==> config.mk <==
export PLATFORM = sky130hd
export DESIGN_NAME = decimal_string_compare
export DESIGN_NICKNAME = d
export VERILOG_FILES = /design/src/rtl/dsc_pkg.sv /design/src/rtl/decimal_string_compare.sv
export SDC_FILE = /design/constraint.sdc
export NUM_CORES = 1
export LEC_CHECK = 0
export ABC_AREA = 1
export BUFFER_PORTS_ARGS = -buffer_cell sky130_fd_sc_hd__buf_2
export CAP_MARGIN = 20
export CORE_ASPECT_RATIO = 1.5
export CORE_MARGIN = 2
export CORE_UTILIZATION = 57
export DETAILED_ROUTE_END_ITERATION = 6
export PLACE_DENSITY_LB_ADDON = 0.08
export SLEW_MARGIN = 10
export SYNTH_ARGS = -nofsm -noshare
export SYNTH_HDL_FRONTEND = slang
export SYNTH_SLANG_ARGS = --single-unit
==> constraint.sdc <==
create_clock -name clk -period 3.94 [get_ports clk]
set_input_delay 0.591 -clock clk [delete_from_list [all_inputs] [get_ports clk]]
set_output_delay 0.591 -clock clk [all_outputs]
set_load 0.005 [all_outputs]
==> src/rtl/dsc_pkg.sv <==
// Package with payload types, character codes and parse phases for decimal_string_compare.
package dsc_pkg;

  localparam int MAX_DIGITS_DEF = 64;

  localparam logic [7:0] CH_ZERO  = 8'h30;
  localparam logic [7:0] CH_NINE  = 8'h39;
  localparam logic [7:0] CH_POINT = 8'h2E;
  localparam logic [7:0] CH_MINUS = 8'h2D;
  localparam logic [7:0] CH_PLUS  = 8'h2B;
  localparam logic [7:0] CH_SPACE = 8'h20;
  localparam logic [7:0] CH_TAB   = 8'h09;

  localparam logic signed [1:0] ORD_LESS    = -2'sd1;
  localparam logic signed [1:0] ORD_EQUAL   = 2'sd0;
  localparam logic signed [1:0] ORD_GREATER = 2'sd1;

  typedef enum logic [4:0] {
    PH_BLANK = 5'b00001,
    PH_ZEROS = 5'b00010,
    PH_INT   = 5'b00100,
    PH_FRAC  = 5'b01000,
    PH_DONE  = 5'b10000
  } phase_t;

  typedef struct packed {
    logic [7:0] char_byte;
    logic       present;
    logic       last;
  } in_t;

  typedef struct packed {
    logic signed [1:0] order;
    logic              overflow;
  } out_t;

  typedef struct packed {
    logic              cmp_int;
    logic              cmp_frac;
    logic              frac_in_range;
    logic [3:0]        digit;
    logic              res;
    logic              both_zero;
    logic              sign0;
    logic              sign1;
    logic signed [1:0] cnt_cmp;
    logic              tail_gt;
    logic              ovf;
  } stage_t;

endpackage

==> src/rtl/decimal_string_compare.sv <==
// Streaming numeric compare of two decimal strings.
//
//   channel | ports                       | moves
//   --------+-----------------------------+--------------------------------------
//   input   | in_valid, in_ready, in_data | one byte item per transfer
//   result  | out_valid, out_ready, out_data | order and overflow, one per pair
//
// One item is taken every cycle while in_ready is high. A result is valid once the
// second string's last item has passed the input register, the stored-digit read
// register and the result register.
// Reset clears all parse and control state; the digit stores need no clearing.
// The pipeline stalls only while a finished result waits and the next one is ready to leave.
module decimal_string_compare #(
  parameter int MAX_DIGITS = dsc_pkg::MAX_DIGITS_DEF
) (
  input  logic           clk,
  input  logic           rst_n,
  input  logic           in_valid,
  output logic           in_ready,
  input  dsc_pkg::in_t   in_data,
  output logic           out_valid,
  input  logic           out_ready,
  output dsc_pkg::out_t  out_data
);

  localparam int CW = $clog2(MAX_DIGITS + 1);
  localparam int AW = $clog2(MAX_DIGITS);
  localparam logic [CW-1:0] CNT_MAX = CW'(MAX_DIGITS);

  logic [3:0] int_mem [MAX_DIGITS];
  logic [3:0] frac_mem [MAX_DIGITS];

  logic              adv;
  logic              s1_valid_r;
  dsc_pkg::in_t      s1_r;
  logic              s2_valid_r;
  dsc_pkg::stage_t   s2_r;
  dsc_pkg::stage_t   s2_nxt;
  logic [3:0]        rd_int_r;
  logic [3:0]        rd_frac_r;
  logic              out_valid_r;
  dsc_pkg::out_t     out_r;
  dsc_pkg::out_t     out_nxt;

  dsc_pkg::phase_t   phase_r, phase_nxt;
  logic              on_second_r, on_second_nxt;
  logic              sign0_r, sign0_nxt, sign1_r, sign1_nxt;
  logic              hnz0_r, hnz0_nxt, hnz1_r, hnz1_nxt;
  logic [CW-1:0]     ic0_r, ic0_nxt, ic1_r, ic1_nxt;
  logic [CW-1:0]     fc0_r, fc0_nxt, fc1_r, fc1_nxt;
  logic [CW-1:0]     ffln_r, ffln_nxt;
  logic              ovf_r, ovf_nxt;
  logic signed [1:0] int_diff_r, int_diff_nxt;
  logic signed [1:0] frac_diff_r, frac_diff_nxt;

  logic [7:0]        c;
  logic [3:0]        d;
  logic              is_digit;
  logic              zeros_path;
  logic              take_int;
  logic              take_frac;
  logic [CW-1:0]     cur_ic;
  logic [CW-1:0]     cur_fc;
  logic              int_ok;
  logic              frac_ok;
  logic              wr_int;
  logic              wr_frac;
  logic [AW-1:0]     int_addr;
  logic [AW-1:0]     frac_addr;
  logic [3:0]        frac_a;
  logic signed [1:0] mag;
  logic signed [1:0] order;

  assign adv      = !(s2_valid_r && s2_r.res && out_valid_r && !out_ready);
  assign in_ready = adv;

  assign c        = s1_r.char_byte;
  assign d        = c[3:0];
  assign is_digit = (c >= dsc_pkg::CH_ZERO) && (c <= dsc_pkg::CH_NINE);
  assign cur_ic   = on_second_r ? ic1_r : ic0_r;
  assign cur_fc   = on_second_r ? fc1_r : fc0_r;
  assign int_ok   = cur_ic < CNT_MAX;
  assign frac_ok  = cur_fc < CNT_MAX;
  assign int_addr  = cur_ic[AW-1:0];
  assign frac_addr = cur_fc[AW-1:0];
  assign wr_int   = take_int && int_ok && !on_second_r;
  assign wr_frac  = take_frac && frac_ok && !on_second_r;

  always_comb begin
    phase_nxt     = phase_r;
    on_second_nxt = on_second_r;
    sign0_nxt     = sign0_r;
    sign1_nxt     = sign1_r;
    hnz0_nxt      = hnz0_r;
    hnz1_nxt      = hnz1_r;
    ic0_nxt       = ic0_r;
    ic1_nxt       = ic1_r;
    fc0_nxt       = fc0_r;
    fc1_nxt       = fc1_r;
    ffln_nxt      = ffln_r;
    ovf_nxt       = ovf_r;
    zeros_path    = 1'b0;
    take_int      = 1'b0;
    take_frac     = 1'b0;
    s2_nxt        = '0;
    s2_nxt.digit  = d;

    if (s1_valid_r && s1_r.present) begin
      case (phase_r)
        dsc_pkg::PH_BLANK: begin
          if (c == dsc_pkg::CH_SPACE || c == dsc_pkg::CH_TAB) begin
            phase_nxt = dsc_pkg::PH_BLANK;
          end else if (c == dsc_pkg::CH_MINUS || c == dsc_pkg::CH_PLUS) begin
            if (on_second_r) begin
              sign1_nxt = (c == dsc_pkg::CH_MINUS);
            end else begin
              sign0_nxt = (c == dsc_pkg::CH_MINUS);
            end
            phase_nxt = dsc_pkg::PH_ZEROS;
          end else begin
            zeros_path = 1'b1;
          end
        end
        dsc_pkg::PH_ZEROS: begin
          zeros_path = 1'b1;
        end
        dsc_pkg::PH_INT: begin
          if (is_digit) begin
            take_int = 1'b1;
          end else if (c == dsc_pkg::CH_POINT) begin
            phase_nxt = dsc_pkg::PH_FRAC;
          end else begin
            phase_nxt = dsc_pkg::PH_DONE;
          end
        end
        dsc_pkg::PH_FRAC: begin
          if (is_digit) begin
            take_frac = 1'b1;
          end else begin
            phase_nxt = dsc_pkg::PH_DONE;
          end
        end
        default: begin
          phase_nxt = dsc_pkg::PH_DONE;
        end
      endcase

      if (zeros_path) begin
        if (c == dsc_pkg::CH_ZERO) begin
          phase_nxt = dsc_pkg::PH_ZEROS;
        end else if (is_digit) begin
          take_int  = 1'b1;
          phase_nxt = dsc_pkg::PH_INT;
        end else if (c == dsc_pkg::CH_POINT) begin
          phase_nxt = dsc_pkg::PH_FRAC;
        end else begin
          phase_nxt = dsc_pkg::PH_DONE;
        end
      end
    end

    if (take_int) begin
      if (!int_ok) begin
        ovf_nxt = 1'b1;
      end else if (on_second_r) begin
        hnz1_nxt       = 1'b1;
        ic1_nxt        = ic1_r + 1'b1;
        s2_nxt.cmp_int = ic1_r < ic0_r;
      end else begin
        hnz0_nxt = 1'b1;
        ic0_nxt  = ic0_r + 1'b1;
      end
    end

    if (take_frac) begin
      if (!frac_ok) begin
        ovf_nxt = 1'b1;
      end else if (on_second_r) begin
        if (d != 4'd0) begin
          hnz1_nxt = 1'b1;
        end
        fc1_nxt              = fc1_r + 1'b1;
        s2_nxt.cmp_frac      = 1'b1;
        s2_nxt.frac_in_range = fc1_r < fc0_r;
      end else begin
        if (d != 4'd0) begin
          hnz0_nxt = 1'b1;
          ffln_nxt = fc0_r + 1'b1;
        end
        fc0_nxt = fc0_r + 1'b1;
      end
    end

    if (s1_valid_r && s1_r.last) begin
      if (!on_second_r) begin
        on_second_nxt = 1'b1;
        phase_nxt     = dsc_pkg::PH_BLANK;
      end else begin
        s2_nxt.res       = 1'b1;
        s2_nxt.both_zero = !hnz0_nxt && !hnz1_nxt;
        s2_nxt.sign0     = sign0_nxt;
        s2_nxt.sign1     = sign1_nxt;
        s2_nxt.cnt_cmp   = (ic0_nxt < ic1_nxt) ? dsc_pkg::ORD_LESS :
                           (ic0_nxt > ic1_nxt) ? dsc_pkg::ORD_GREATER : dsc_pkg::ORD_EQUAL;
        s2_nxt.tail_gt   = ffln_nxt > fc1_nxt;
        s2_nxt.ovf       = ovf_nxt;
        phase_nxt        = dsc_pkg::PH_BLANK;
        on_second_nxt    = 1'b0;
        sign0_nxt        = 1'b0;
        sign1_nxt        = 1'b0;
        hnz0_nxt         = 1'b0;
        hnz1_nxt         = 1'b0;
        ic0_nxt          = '0;
        ic1_nxt          = '0;
        fc0_nxt          = '0;
        fc1_nxt          = '0;
        ffln_nxt         = '0;
        ovf_nxt          = 1'b0;
      end
    end
  end

  assign frac_a = s2_r.frac_in_range ? rd_frac_r : 4'd0;

  always_comb begin
    int_diff_nxt  = int_diff_r;
    frac_diff_nxt = frac_diff_r;
    if (s2_valid_r && s2_r.cmp_int && int_diff_r == dsc_pkg::ORD_EQUAL &&
        rd_int_r != s2_r.digit) begin
      int_diff_nxt = (rd_int_r < s2_r.digit) ? dsc_pkg::ORD_LESS : dsc_pkg::ORD_GREATER;
    end
    if (s2_valid_r && s2_r.cmp_frac && frac_diff_r == dsc_pkg::ORD_EQUAL &&
        frac_a != s2_r.digit) begin
      frac_diff_nxt = (frac_a < s2_r.digit) ? dsc_pkg::ORD_LESS : dsc_pkg::ORD_GREATER;
    end

    if (s2_r.cnt_cmp != dsc_pkg::ORD_EQUAL) begin
      mag = s2_r.cnt_cmp;
    end else if (int_diff_nxt != dsc_pkg::ORD_EQUAL) begin
      mag = int_diff_nxt;
    end else if (frac_diff_nxt != dsc_pkg::ORD_EQUAL) begin
      mag = frac_diff_nxt;
    end else if (s2_r.tail_gt) begin
      mag = dsc_pkg::ORD_GREATER;
    end else begin
      mag = dsc_pkg::ORD_EQUAL;
    end

    if (s2_r.both_zero) begin
      order = dsc_pkg::ORD_EQUAL;
    end else if (s2_r.sign0 != s2_r.sign1) begin
      order = s2_r.sign0 ? dsc_pkg::ORD_LESS : dsc_pkg::ORD_GREATER;
    end else if (s2_r.sign0) begin
      order = dsc_pkg::ORD_EQUAL - mag;
    end else begin
      order = mag;
    end

    out_nxt.order    = order;
    out_nxt.overflow = s2_r.ovf;
  end

  always_ff @(posedge clk) begin
    if (adv && wr_int) begin
      int_mem[int_addr] <= d;
    end
    if (adv && wr_frac) begin
      frac_mem[frac_addr] <= d;
    end
    if (adv) begin
      rd_int_r  <= int_mem[int_addr];
      rd_frac_r <= frac_mem[frac_addr];
    end
  end

  always_ff @(posedge clk) begin
    if (adv) begin
      s1_r <= in_data;
      s2_r <= s2_nxt;
    end
    if (adv && s2_valid_r && s2_r.res) begin
      out_r <= out_nxt;
    end
  end

  always_ff @(posedge clk) begin
    if (!rst_n) begin
      s1_valid_r  <= 1'b0;
      s2_valid_r  <= 1'b0;
      out_valid_r <= 1'b0;
      phase_r     <= dsc_pkg::PH_BLANK;
      on_second_r <= 1'b0;
      sign0_r     <= 1'b0;
      sign1_r     <= 1'b0;
      hnz0_r      <= 1'b0;
      hnz1_r      <= 1'b0;
      ic0_r       <= '0;
      ic1_r       <= '0;
      fc0_r       <= '0;
      fc1_r       <= '0;
      ffln_r      <= '0;
      ovf_r       <= 1'b0;
      int_diff_r  <= dsc_pkg::ORD_EQUAL;
      frac_diff_r <= dsc_pkg::ORD_EQUAL;
    end else begin
      if (adv) begin
        s1_valid_r  <= in_valid;
        s2_valid_r  <= s1_valid_r;
        phase_r     <= phase_nxt;
        on_second_r <= on_second_nxt;
        sign0_r     <= sign0_nxt;
        sign1_r     <= sign1_nxt;
        hnz0_r      <= hnz0_nxt;
        hnz1_r      <= hnz1_nxt;
        ic0_r       <= ic0_nxt;
        ic1_r       <= ic1_nxt;
        fc0_r       <= fc0_nxt;
        fc1_r       <= fc1_nxt;
        ffln_r      <= ffln_nxt;
        ovf_r       <= ovf_nxt;
        if (s2_valid_r && s2_r.res) begin
          int_diff_r  <= dsc_pkg::ORD_EQUAL;
          frac_diff_r <= dsc_pkg::ORD_EQUAL;
        end else begin
          int_diff_r  <= int_diff_nxt;
          frac_diff_r <= frac_diff_nxt;
        end
      end
      if (adv && s2_valid_r && s2_r.res) begin
        out_valid_r <= 1'b1;
      end else if (out_ready) begin
        out_valid_r <= 1'b0;
      end
    end
  end

  assign out_valid = out_valid_r;
  assign out_data  = out_r;

endmodule
# Word-level counts from Yosys, hierarchy flattened
# Memories as Yosys holds them, arrays and structs flattened. A register that Yosys moved wholly into a read port is not among the register bits.
# Cells that the tools add are included.
# W data, S select, Z words.
# classes
n_eq_ne,17
reduce_logical,44
order_cmp,11
n_addsub,5
mux,114
n_bitwise,1
# op_table
operator,n
$mux W7,28
$mux W1,58
$mux W5,10
$eq A8 B6 Y1 const B,5
$add A7 B1 Y7 const B,4
$mux W2,14
$logic_and A1 B1 Y1,21
$lt A7 B7 Y1,3
$pmux W5 S4,1
$gt A7 B7 Y1,2
$lt A7 B7 Y1 const B,2
$reduce_bool A2 Y1,5
$eq A8 B4 Y1 const B,1
$ge A8 B6 Y1 const B,1
$le A8 B6 Y1 const B,1
$lt A4 B4 Y1,2
$mux W8,1
$ne A4 B4 Y1,2
$ne A4 B4 Y1 const B,2
$logic_not A1 Y1,7
$reduce_and A2 Y1,3
$reduce_and A3 Y1,2
$reduce_and A6 Y1,1
$eq A5 B1 Y1 const B,1
13 further kinds,15
# totals
regBits,81
elab_cells,227
ram_bits,512
memories,2
# memory_table
memory,words,word_bits,read_ports,rd_clocked_by_memory_dff,write_ports,line,source
frac_mem,64,4,1,1,1,decimal_string_compare.sv:31,logic [3:0] frac_mem [MAX_DIGITS];
int_mem,64,4,1,1,1,decimal_string_compare.sv:30,logic [3:0] int_mem [MAX_DIGITS];

# Longest topological paths before layout
# depth
ltp_word,16
depth_mapped,20
mapped_depth_nobuf,19

# Worst setup path after synthesis
# OpenSTA, ideal clock, no wires.
# synth_timing
path_type,register to register
start,"reg s1_r, in the netlist c[0]"
end,reg s2_r[2] (netlist bit) (data pin)
n_path_buf,1
t_required_ns,3.672
stages_incl_launch_ff,21
period_less_slack_ns,4.180
slack_ns,-0.240
t_arrival_ns,3.912
cell_sequence,edfxtp_1 -> inv_1 -> nand2_1 -> nor2_1 -> nand2_1 -> nand3_1 -> nand2_1 -> nand3_1 -> nand2_1 -> nand2_2 -> inv_2 -> buf_2 -> nand2_1 -> nand2_1 -> inv_1 -> ha_1 -> inv_1 -> nor3_1 -> a211oi_1 -> o211ai_1 -> a31oi_1
# synth_via
elab_chain_cells,12
word_cells_on_any_way,26
classes_between,order compare: 4; eq/ne: 5; mux: 14; reduce/logical: 3
# synth_lines
item,line,source
from (decl),decimal_string_compare.sv:35,dsc_pkg::in_t s1_r;
from (signal assigned),decimal_string_compare.sv:278,s1_r <= in_data;
$ge A8 B6 Y1 (tied with other cells),decimal_string_compare.sv:79,assign is_digit = (c >= dsc_pkg::CH_ZERO) && (c <= dsc_pkg::CH_NINE);
$logic_and A1 B1 Y1 or $logic_or A1 B1 Y1 (tied branches),"decimal_string_compare.sv:79, decimal_string_compare.sv:113",
"$mux W1, on equally long branches","decimal_string_compare.sv:128, decimal_string_compare.sv:113",
"$mux W1, on equally long branches","decimal_string_compare.sv:109, decimal_string_compare.sv:111",
$mux W1 or $pmux W1 S2 (tied branches),"decimal_string_compare.sv:151, decimal_string_compare.sv:109",
"$mux W1, on equally long branches","decimal_string_compare.sv:149, decimal_string_compare.sv:108",
$mux W1 *,decimal_string_compare.sv:148,if (zeros_path) begin
$mux W1 *,decimal_string_compare.sv:108,if (s1_valid_r && s1_r.present) begin
$mux W7,decimal_string_compare.sv:162,if (take_int) begin
$gt A7 B7 Y1,decimal_string_compare.sv:204,(ic0_nxt > ic1_nxt) ? dsc_pkg::ORD_GREATER : dsc_pkg::ORD_EQUAL;
$mux W1,decimal_string_compare.sv:204,
$mux W2 *,decimal_string_compare.sv:203,s2_nxt.cnt_cmp = (ic0_nxt < ic1_nxt) ? dsc_pkg::ORD_LESS :
to (signal assigned),decimal_string_compare.sv:279,s2_r <= s2_nxt;
to (decl),decimal_string_compare.sv:37,dsc_pkg::stage_t s2_r;
# Mark *: on every way between the ends. The rest lies on a longest branch, timed or not. The select of a mux whose other input is x is not followed.
# A chain may end at the register's enable or synchronous reset.

# Worst setup path in the final report
# layout_timing
start,reg on_second_r
end,"mem frac_mem[26][1], enable pin"
# layout_via
elab_chain_cells,7
word_cells_on_any_way,8
classes_between,order compare: 1; mux: 3; reduce/logical: 4
# layout_lines
item,line,source
from (decl),decimal_string_compare.sv:46,"logic on_second_r, on_second_nxt;"
from (signal assigned),decimal_string_compare.sv:310,on_second_r <= on_second_nxt;
$mux W7,decimal_string_compare.sv:81,assign cur_fc = on_second_r ? fc1_r : fc0_r;
$lt A7 B7 Y1,decimal_string_compare.sv:83,assign frac_ok = cur_fc < CNT_MAX;
$logic_and A1 B1 Y1 (2 in series),decimal_string_compare.sv:87,assign wr_frac = take_frac && frac_ok && !on_second_r;
$logic_and A1 B1 Y1,decimal_string_compare.sv:267,if (adv && wr_frac) begin
$mux W1,decimal_string_compare.sv:267,
$mux W1 (implied by the code),decimal_string_compare.sv:268,frac_mem[frac_addr] <= d;
to (decl),decimal_string_compare.sv:31,
# Several ways; a longest one is shown, not always the timed one.

==> summary by stage <==
STA
The maximum clock rate is around 290 MHz. The final max-slew violation count is 0. The sum of negative setup slack is 0 ns. Setup repair after global routing left no endpoint under its margin. For the final database, setup skew stands at between 0.02 and 0.03 ns. For the pin with the worst max-slew slack, the measured transition is ~1.1 ns. In this run the tightest slew margin relative to its limit is between 20 and 30%. Setup violations remaining at the end of the flow were counted as 0. In the post-route analysis, the smallest setup slack over all paths is 0.499 ns. The share of the cycle needed by the critical path after routing is 87.3%. The final critical path time including I/O delays and setup is between 3 and 4 ns. The number of hold-slack violations in the final timing report was 0.

Synth
Among all flip-flop cells after synthesis, the most frequent one is sky130_fd_sc_hd__edfxtp_1. The synthesized cell area is 25700 um2. The number of different library cells in the post-synthesis netlist is 51.

The yosys synthesis warning count is 0. Of the synthesized area, sequential elements account for around 68%. The number of synthesized register bits is between 600 and 700.

The average instance area after synthesis is around 11 um2. The async set-or-reset flop fraction in the synthesized netlist is 0%. The count of mapped cells out of synthesis is 2305. The number of nets in the synthesized netlist is 2359. The number of enable-type register cells in the synthesized netlist is 548.

CTS
CTS placed an instance of sky130_fd_sc_hd__clkbuf_16 at the clock tree root. The tree built by TritonCTS fans out to between 600 and 700 sinks. The clock latency on the worst-skew pair is 0.61 ns.

The clock-pin transition on the worst setup and hold timing paths is roughly 0.070 ns. For this design, the CTS-stage hold fixing added 0 buffers. The number of gates resized after CTS was 0. The total number of H-tree levels is 2. TritonCTS built the clock tree. No sink is reached through more buffers than the 3 on the longest clock path. Clock tree synthesis inserted a total of 55 buffers. The number of setup buffers added after CTS is 0.

Route
After detailed routing, the average wire length per cell comes to ~22 um. The count of vias placed by the detailed router is ~18000. The first-pass detailed-route iteration total is 6. The final layout contains routed wiring with a total length of 67000 um. The first-iteration detailed-routing DRC count is 1913.

The number of DRC violations after detailed routing is 0. The final antenna-violating net count is 0. After detailed routing, the number of vias per cell comes to slightly below 6.

Global route
In the global route stage, overall resource usage came out at roughly 29%. Entering global routing, the biggest net connects 97 pins. The number of global-route vias before repair is between 15000 and 20000. The wire length of the first global-routing pass is ~100000 um. The initial antenna violation count is 0.

The aggregate global routing overflow is 0.

Worst setup path
For the worst setup path, the data arrival time is 3.69 ns. The category of the critical setup timing path is reg -> reg. The critical path startpoint category is a flop. The maximum fanout along the worst path is 23. For the worst setup path, the data required time is approximately 4.2 ns. The number of cells on the worst reg-to-reg path is 7. The type of destination of the critical path is a flop.

Min path
The number of instances on the worst hold path is 1. The path class of the lowest-slack min-delay path is in -> reg.

Floorplan
Measured along the y axis, the die boundary spans roughly 260 um. Once the floorplan was initialized, standard cells occupied 57.5% of the core. 19 I/O pins were placed.

The die covers around 47000 um2. The area of the core is around 45000 um2. The x dimension of the die is around 180 um.

The floorplan has 95 rows.

Pwr
The standby leakage power is a little over 10 nW. The total power draw is 0.0129 W. For this design the ratio of total power to cell area is 454 nW/um2.

Cell internal power was estimated by the tool at 0.0102 W. The logic gate share of total power is under 10%. The fraction of power spent switching nets is about a fifth. In this run, flip-flops and latches consume roughly 54% of the power. The fraction of power consumed by the clock network is between 40% and 50%. The worst ir drop on vdd is roughly 580 uV. Summed over all nets, the switching power comes to 0.00265 W.

Place
The pre-CTS setup slack is ~0.59 ns. Buffers placed on the I/O ports in this run total 18. At the end of routability-driven placement, the weighted congestion stood at approximately 0.9.

Summed over all nets, the half-perimeter wirelength after detailed placement is ~44000 um.

Final layout
The number of inserted diodes is 0. After the last flow step, the layout net total stands at 2406. In the final layout, the share of cells above drive strength 1 is approximately 8.1%. The area growth from synthesis to layout is 10.4%. The final core utilization is a little under two thirds.

Outcome
The run finished with clean final reports.

Job
The number of maximum-capacitance violations is 0.
## sequential cells by signal, summed over array words and instances, names as in the netlist, 2 cells and up, named ones only
name / flops
out_data: 3
s2_r: 14
s1_r: 2
frac_diff_r: 2
int_diff_r: 2
ic0_r: 6
frac_mem: 256
int_mem: 256
rd_int_r: 4
rd_frac_r: 4
fc1_r: 7
phase_r: 5
c: 8
ffln_r: 7
ic1_r: 7
fc0_r: 7
## through the flow
stage | instances | hold slack, ns | cell area, um2
final | 2979 | 0.155 | 28400
after floorplan | 2305 | 0.400 | 25700
after global routing | 2979 | 0.142 | 28400
after detailed placement | 2875 | 0.421 | 26500
after global placement | 2875 | 0.406 | 26500
after CTS | 2977 | 0.132 | 28400
## power by group through the flow
stage | Combinational, W | Clock, W | Sequential [W]
finish | 0.000390 | 0.00551 | 0.00698
global route | 0.000427 | 0.00578 | 0.00698
CTS | 0.000388 | 0.00556 | 0.00698
detailed placement | 0.000387 | 0 | 0.00712
global placement | 0.000381 | 0 | 0.00712
floorplan | 0.000195 | 0 | 0.00716
## final timing paths
path	startpoint	endpoint	slack, ns
worst max-delay path	on_second_r	frac_mem[26][1]	0.50
worst min-delay path	in_data[7]	c[5]	0.15
worst max register to register	on_second_r	frac_mem[26][1]	0.50
worst min register to register	out_nxt[0]	out_data[0]	0.44
## logic make-up (layout without fill, tap and decap cells)
kind of cell	count (synthesis)	after routing	synth area share [%]
XOR/XNOR	14	14	0.477
AND/OR/NAND/NOR	943	943	15.2
adder cells (fa/ha/maj)	40	40	1.95
AO/OA/AOI/OAI	414	414	9.58
buffers and inverters	293	385	4.68
flip-flops	601	601	68.1
## cells in the mapped netlist, types with 2 or more instances
cell type	instances	share of area, %
sky130_fd_sc_hd__inv_1	197	2.9
sky130_fd_sc_hd__nand3_1	50	0.97
sky130_fd_sc_hd__nand3_4	2	0.14
sky130_fd_sc_hd__buf_1	2	0.029
sky130_fd_sc_hd__o21ai_1	4	0.078
sky130_fd_sc_hd__nor2_2	2	0.049
sky130_fd_sc_hd__o21bai_1	3	0.088
sky130_fd_sc_hd__a211oi_1	8	0.23
sky130_fd_sc_hd__nand4_1	61	1.5
sky130_fd_sc_hd__nor3b_1	2	0.058
sky130_fd_sc_hd__nor2_1	279	4.1
sky130_fd_sc_hd__o22ai_1	3	0.073
sky130_fd_sc_hd__buf_2	38	0.74
sky130_fd_sc_hd__buf_4	10	0.29
sky130_fd_sc_hd__clkinv_1	2	0.029
sky130_fd_sc_hd__o21ai_0	81	1.6
sky130_fd_sc_hd__nor3_1	16	0.31
sky130_fd_sc_hd__nand3b_1	4	0.12
sky130_fd_sc_hd__nand2_1	512	7.5
sky130_fd_sc_hd__nand2_2	3	0.073
sky130_fd_sc_hd__xor2_1	13	0.44
sky130_fd_sc_hd__a31oi_1	2	0.049
sky130_fd_sc_hd__buf_6	2	0.088
sky130_fd_sc_hd__o2bb2ai_1	2	0.068
sky130_fd_sc_hd__o21ai_2	3	0.10
sky130_fd_sc_hd__inv_2	18	0.26
sky130_fd_sc_hd__dfxtp_1	53	4.1
sky130_fd_sc_hd__a21oi_2	2	0.068
sky130_fd_sc_hd__clkbuf_1	23	0.34
sky130_fd_sc_hd__nor3_4	2	0.13
sky130_fd_sc_hd__o211ai_1	7	0.20
sky130_fd_sc_hd__a22oi_1	109	3.2
sky130_fd_sc_hd__or2_2	3	0.073
sky130_fd_sc_hd__a21oi_1	180	3.5
sky130_fd_sc_hd__ha_1	40	1.9
sky130_fd_sc_hd__a21o_1	3	0.088
sky130_fd_sc_hd__edfxtp_1	548	64
sky130_fd_sc_hd__nand3_2	3	0.12
## per-layer routing
metal	part of all wire (%)	GRT usage (%)	vias to the layer above
met3	5.4	3.17	185
li1	-	-	8182
met2	52	50.6	711
met5	0	0	-
met4	5.2	14.1	0
met1	37	34.9	8632
## area by class of cell
type / count / area (um2)
Sequential cell: 601 / 17500
Fill cell: 3613 / 16300
Multi-Input combinational cell: 1411 / 7000
Clock buffer: 65 / 1460
Inverter: 218 / 821
Tap cell: 582 / 728
Timing Repair Buffer: 65 / 455
Clock inverter: 37 / 400
## cell usage in the layout, fill, tap and decap left out, types with 7 or more instances in the layout
cell type and n:
sky130_fd_sc_hd__nor3_1 16, sky130_fd_sc_hd__o211ai_1 7, sky130_fd_sc_hd__buf_2 18, sky130_fd_sc_hd__clkinv_2 11
sky130_fd_sc_hd__clkbuf_16 57, sky130_fd_sc_hd__clkbuf_1 8, sky130_fd_sc_hd__a211oi_1 8, sky130_fd_sc_hd__edfxtp_1 548
sky130_fd_sc_hd__ha_1 40, sky130_fd_sc_hd__nand2_1 512, sky130_fd_sc_hd__nand3_1 50, sky130_fd_sc_hd__inv_1 196
sky130_fd_sc_hd__o21ai_0 81, sky130_fd_sc_hd__inv_2 19, sky130_fd_sc_hd__buf_4 46, sky130_fd_sc_hd__a21oi_1 180
sky130_fd_sc_hd__dfxtp_1 53, sky130_fd_sc_hd__clkinv_1 14, sky130_fd_sc_hd__bufinv_16 8, sky130_fd_sc_hd__nor2_1 277
sky130_fd_sc_hd__nand4_1 61, sky130_fd_sc_hd__xor2_1 13, sky130_fd_sc_hd__a22oi_1 109
## worst max-delay path, cell delays in order (launching register included)
cell	delay, ns
sky130_fd_sc_hd__dfxtp_1	0.50
sky130_fd_sc_hd__buf_4	0.29
sky130_fd_sc_hd__nand2_1	0.08
sky130_fd_sc_hd__nand2_1	0.30
sky130_fd_sc_hd__nand3_1	0.27
sky130_fd_sc_hd__inv_2	0.51
sky130_fd_sc_hd__nand2_1	0.57
sky130_fd_sc_hd__nor2_1	0.55
Note: power is estimated with default switching activity, not from simulation.
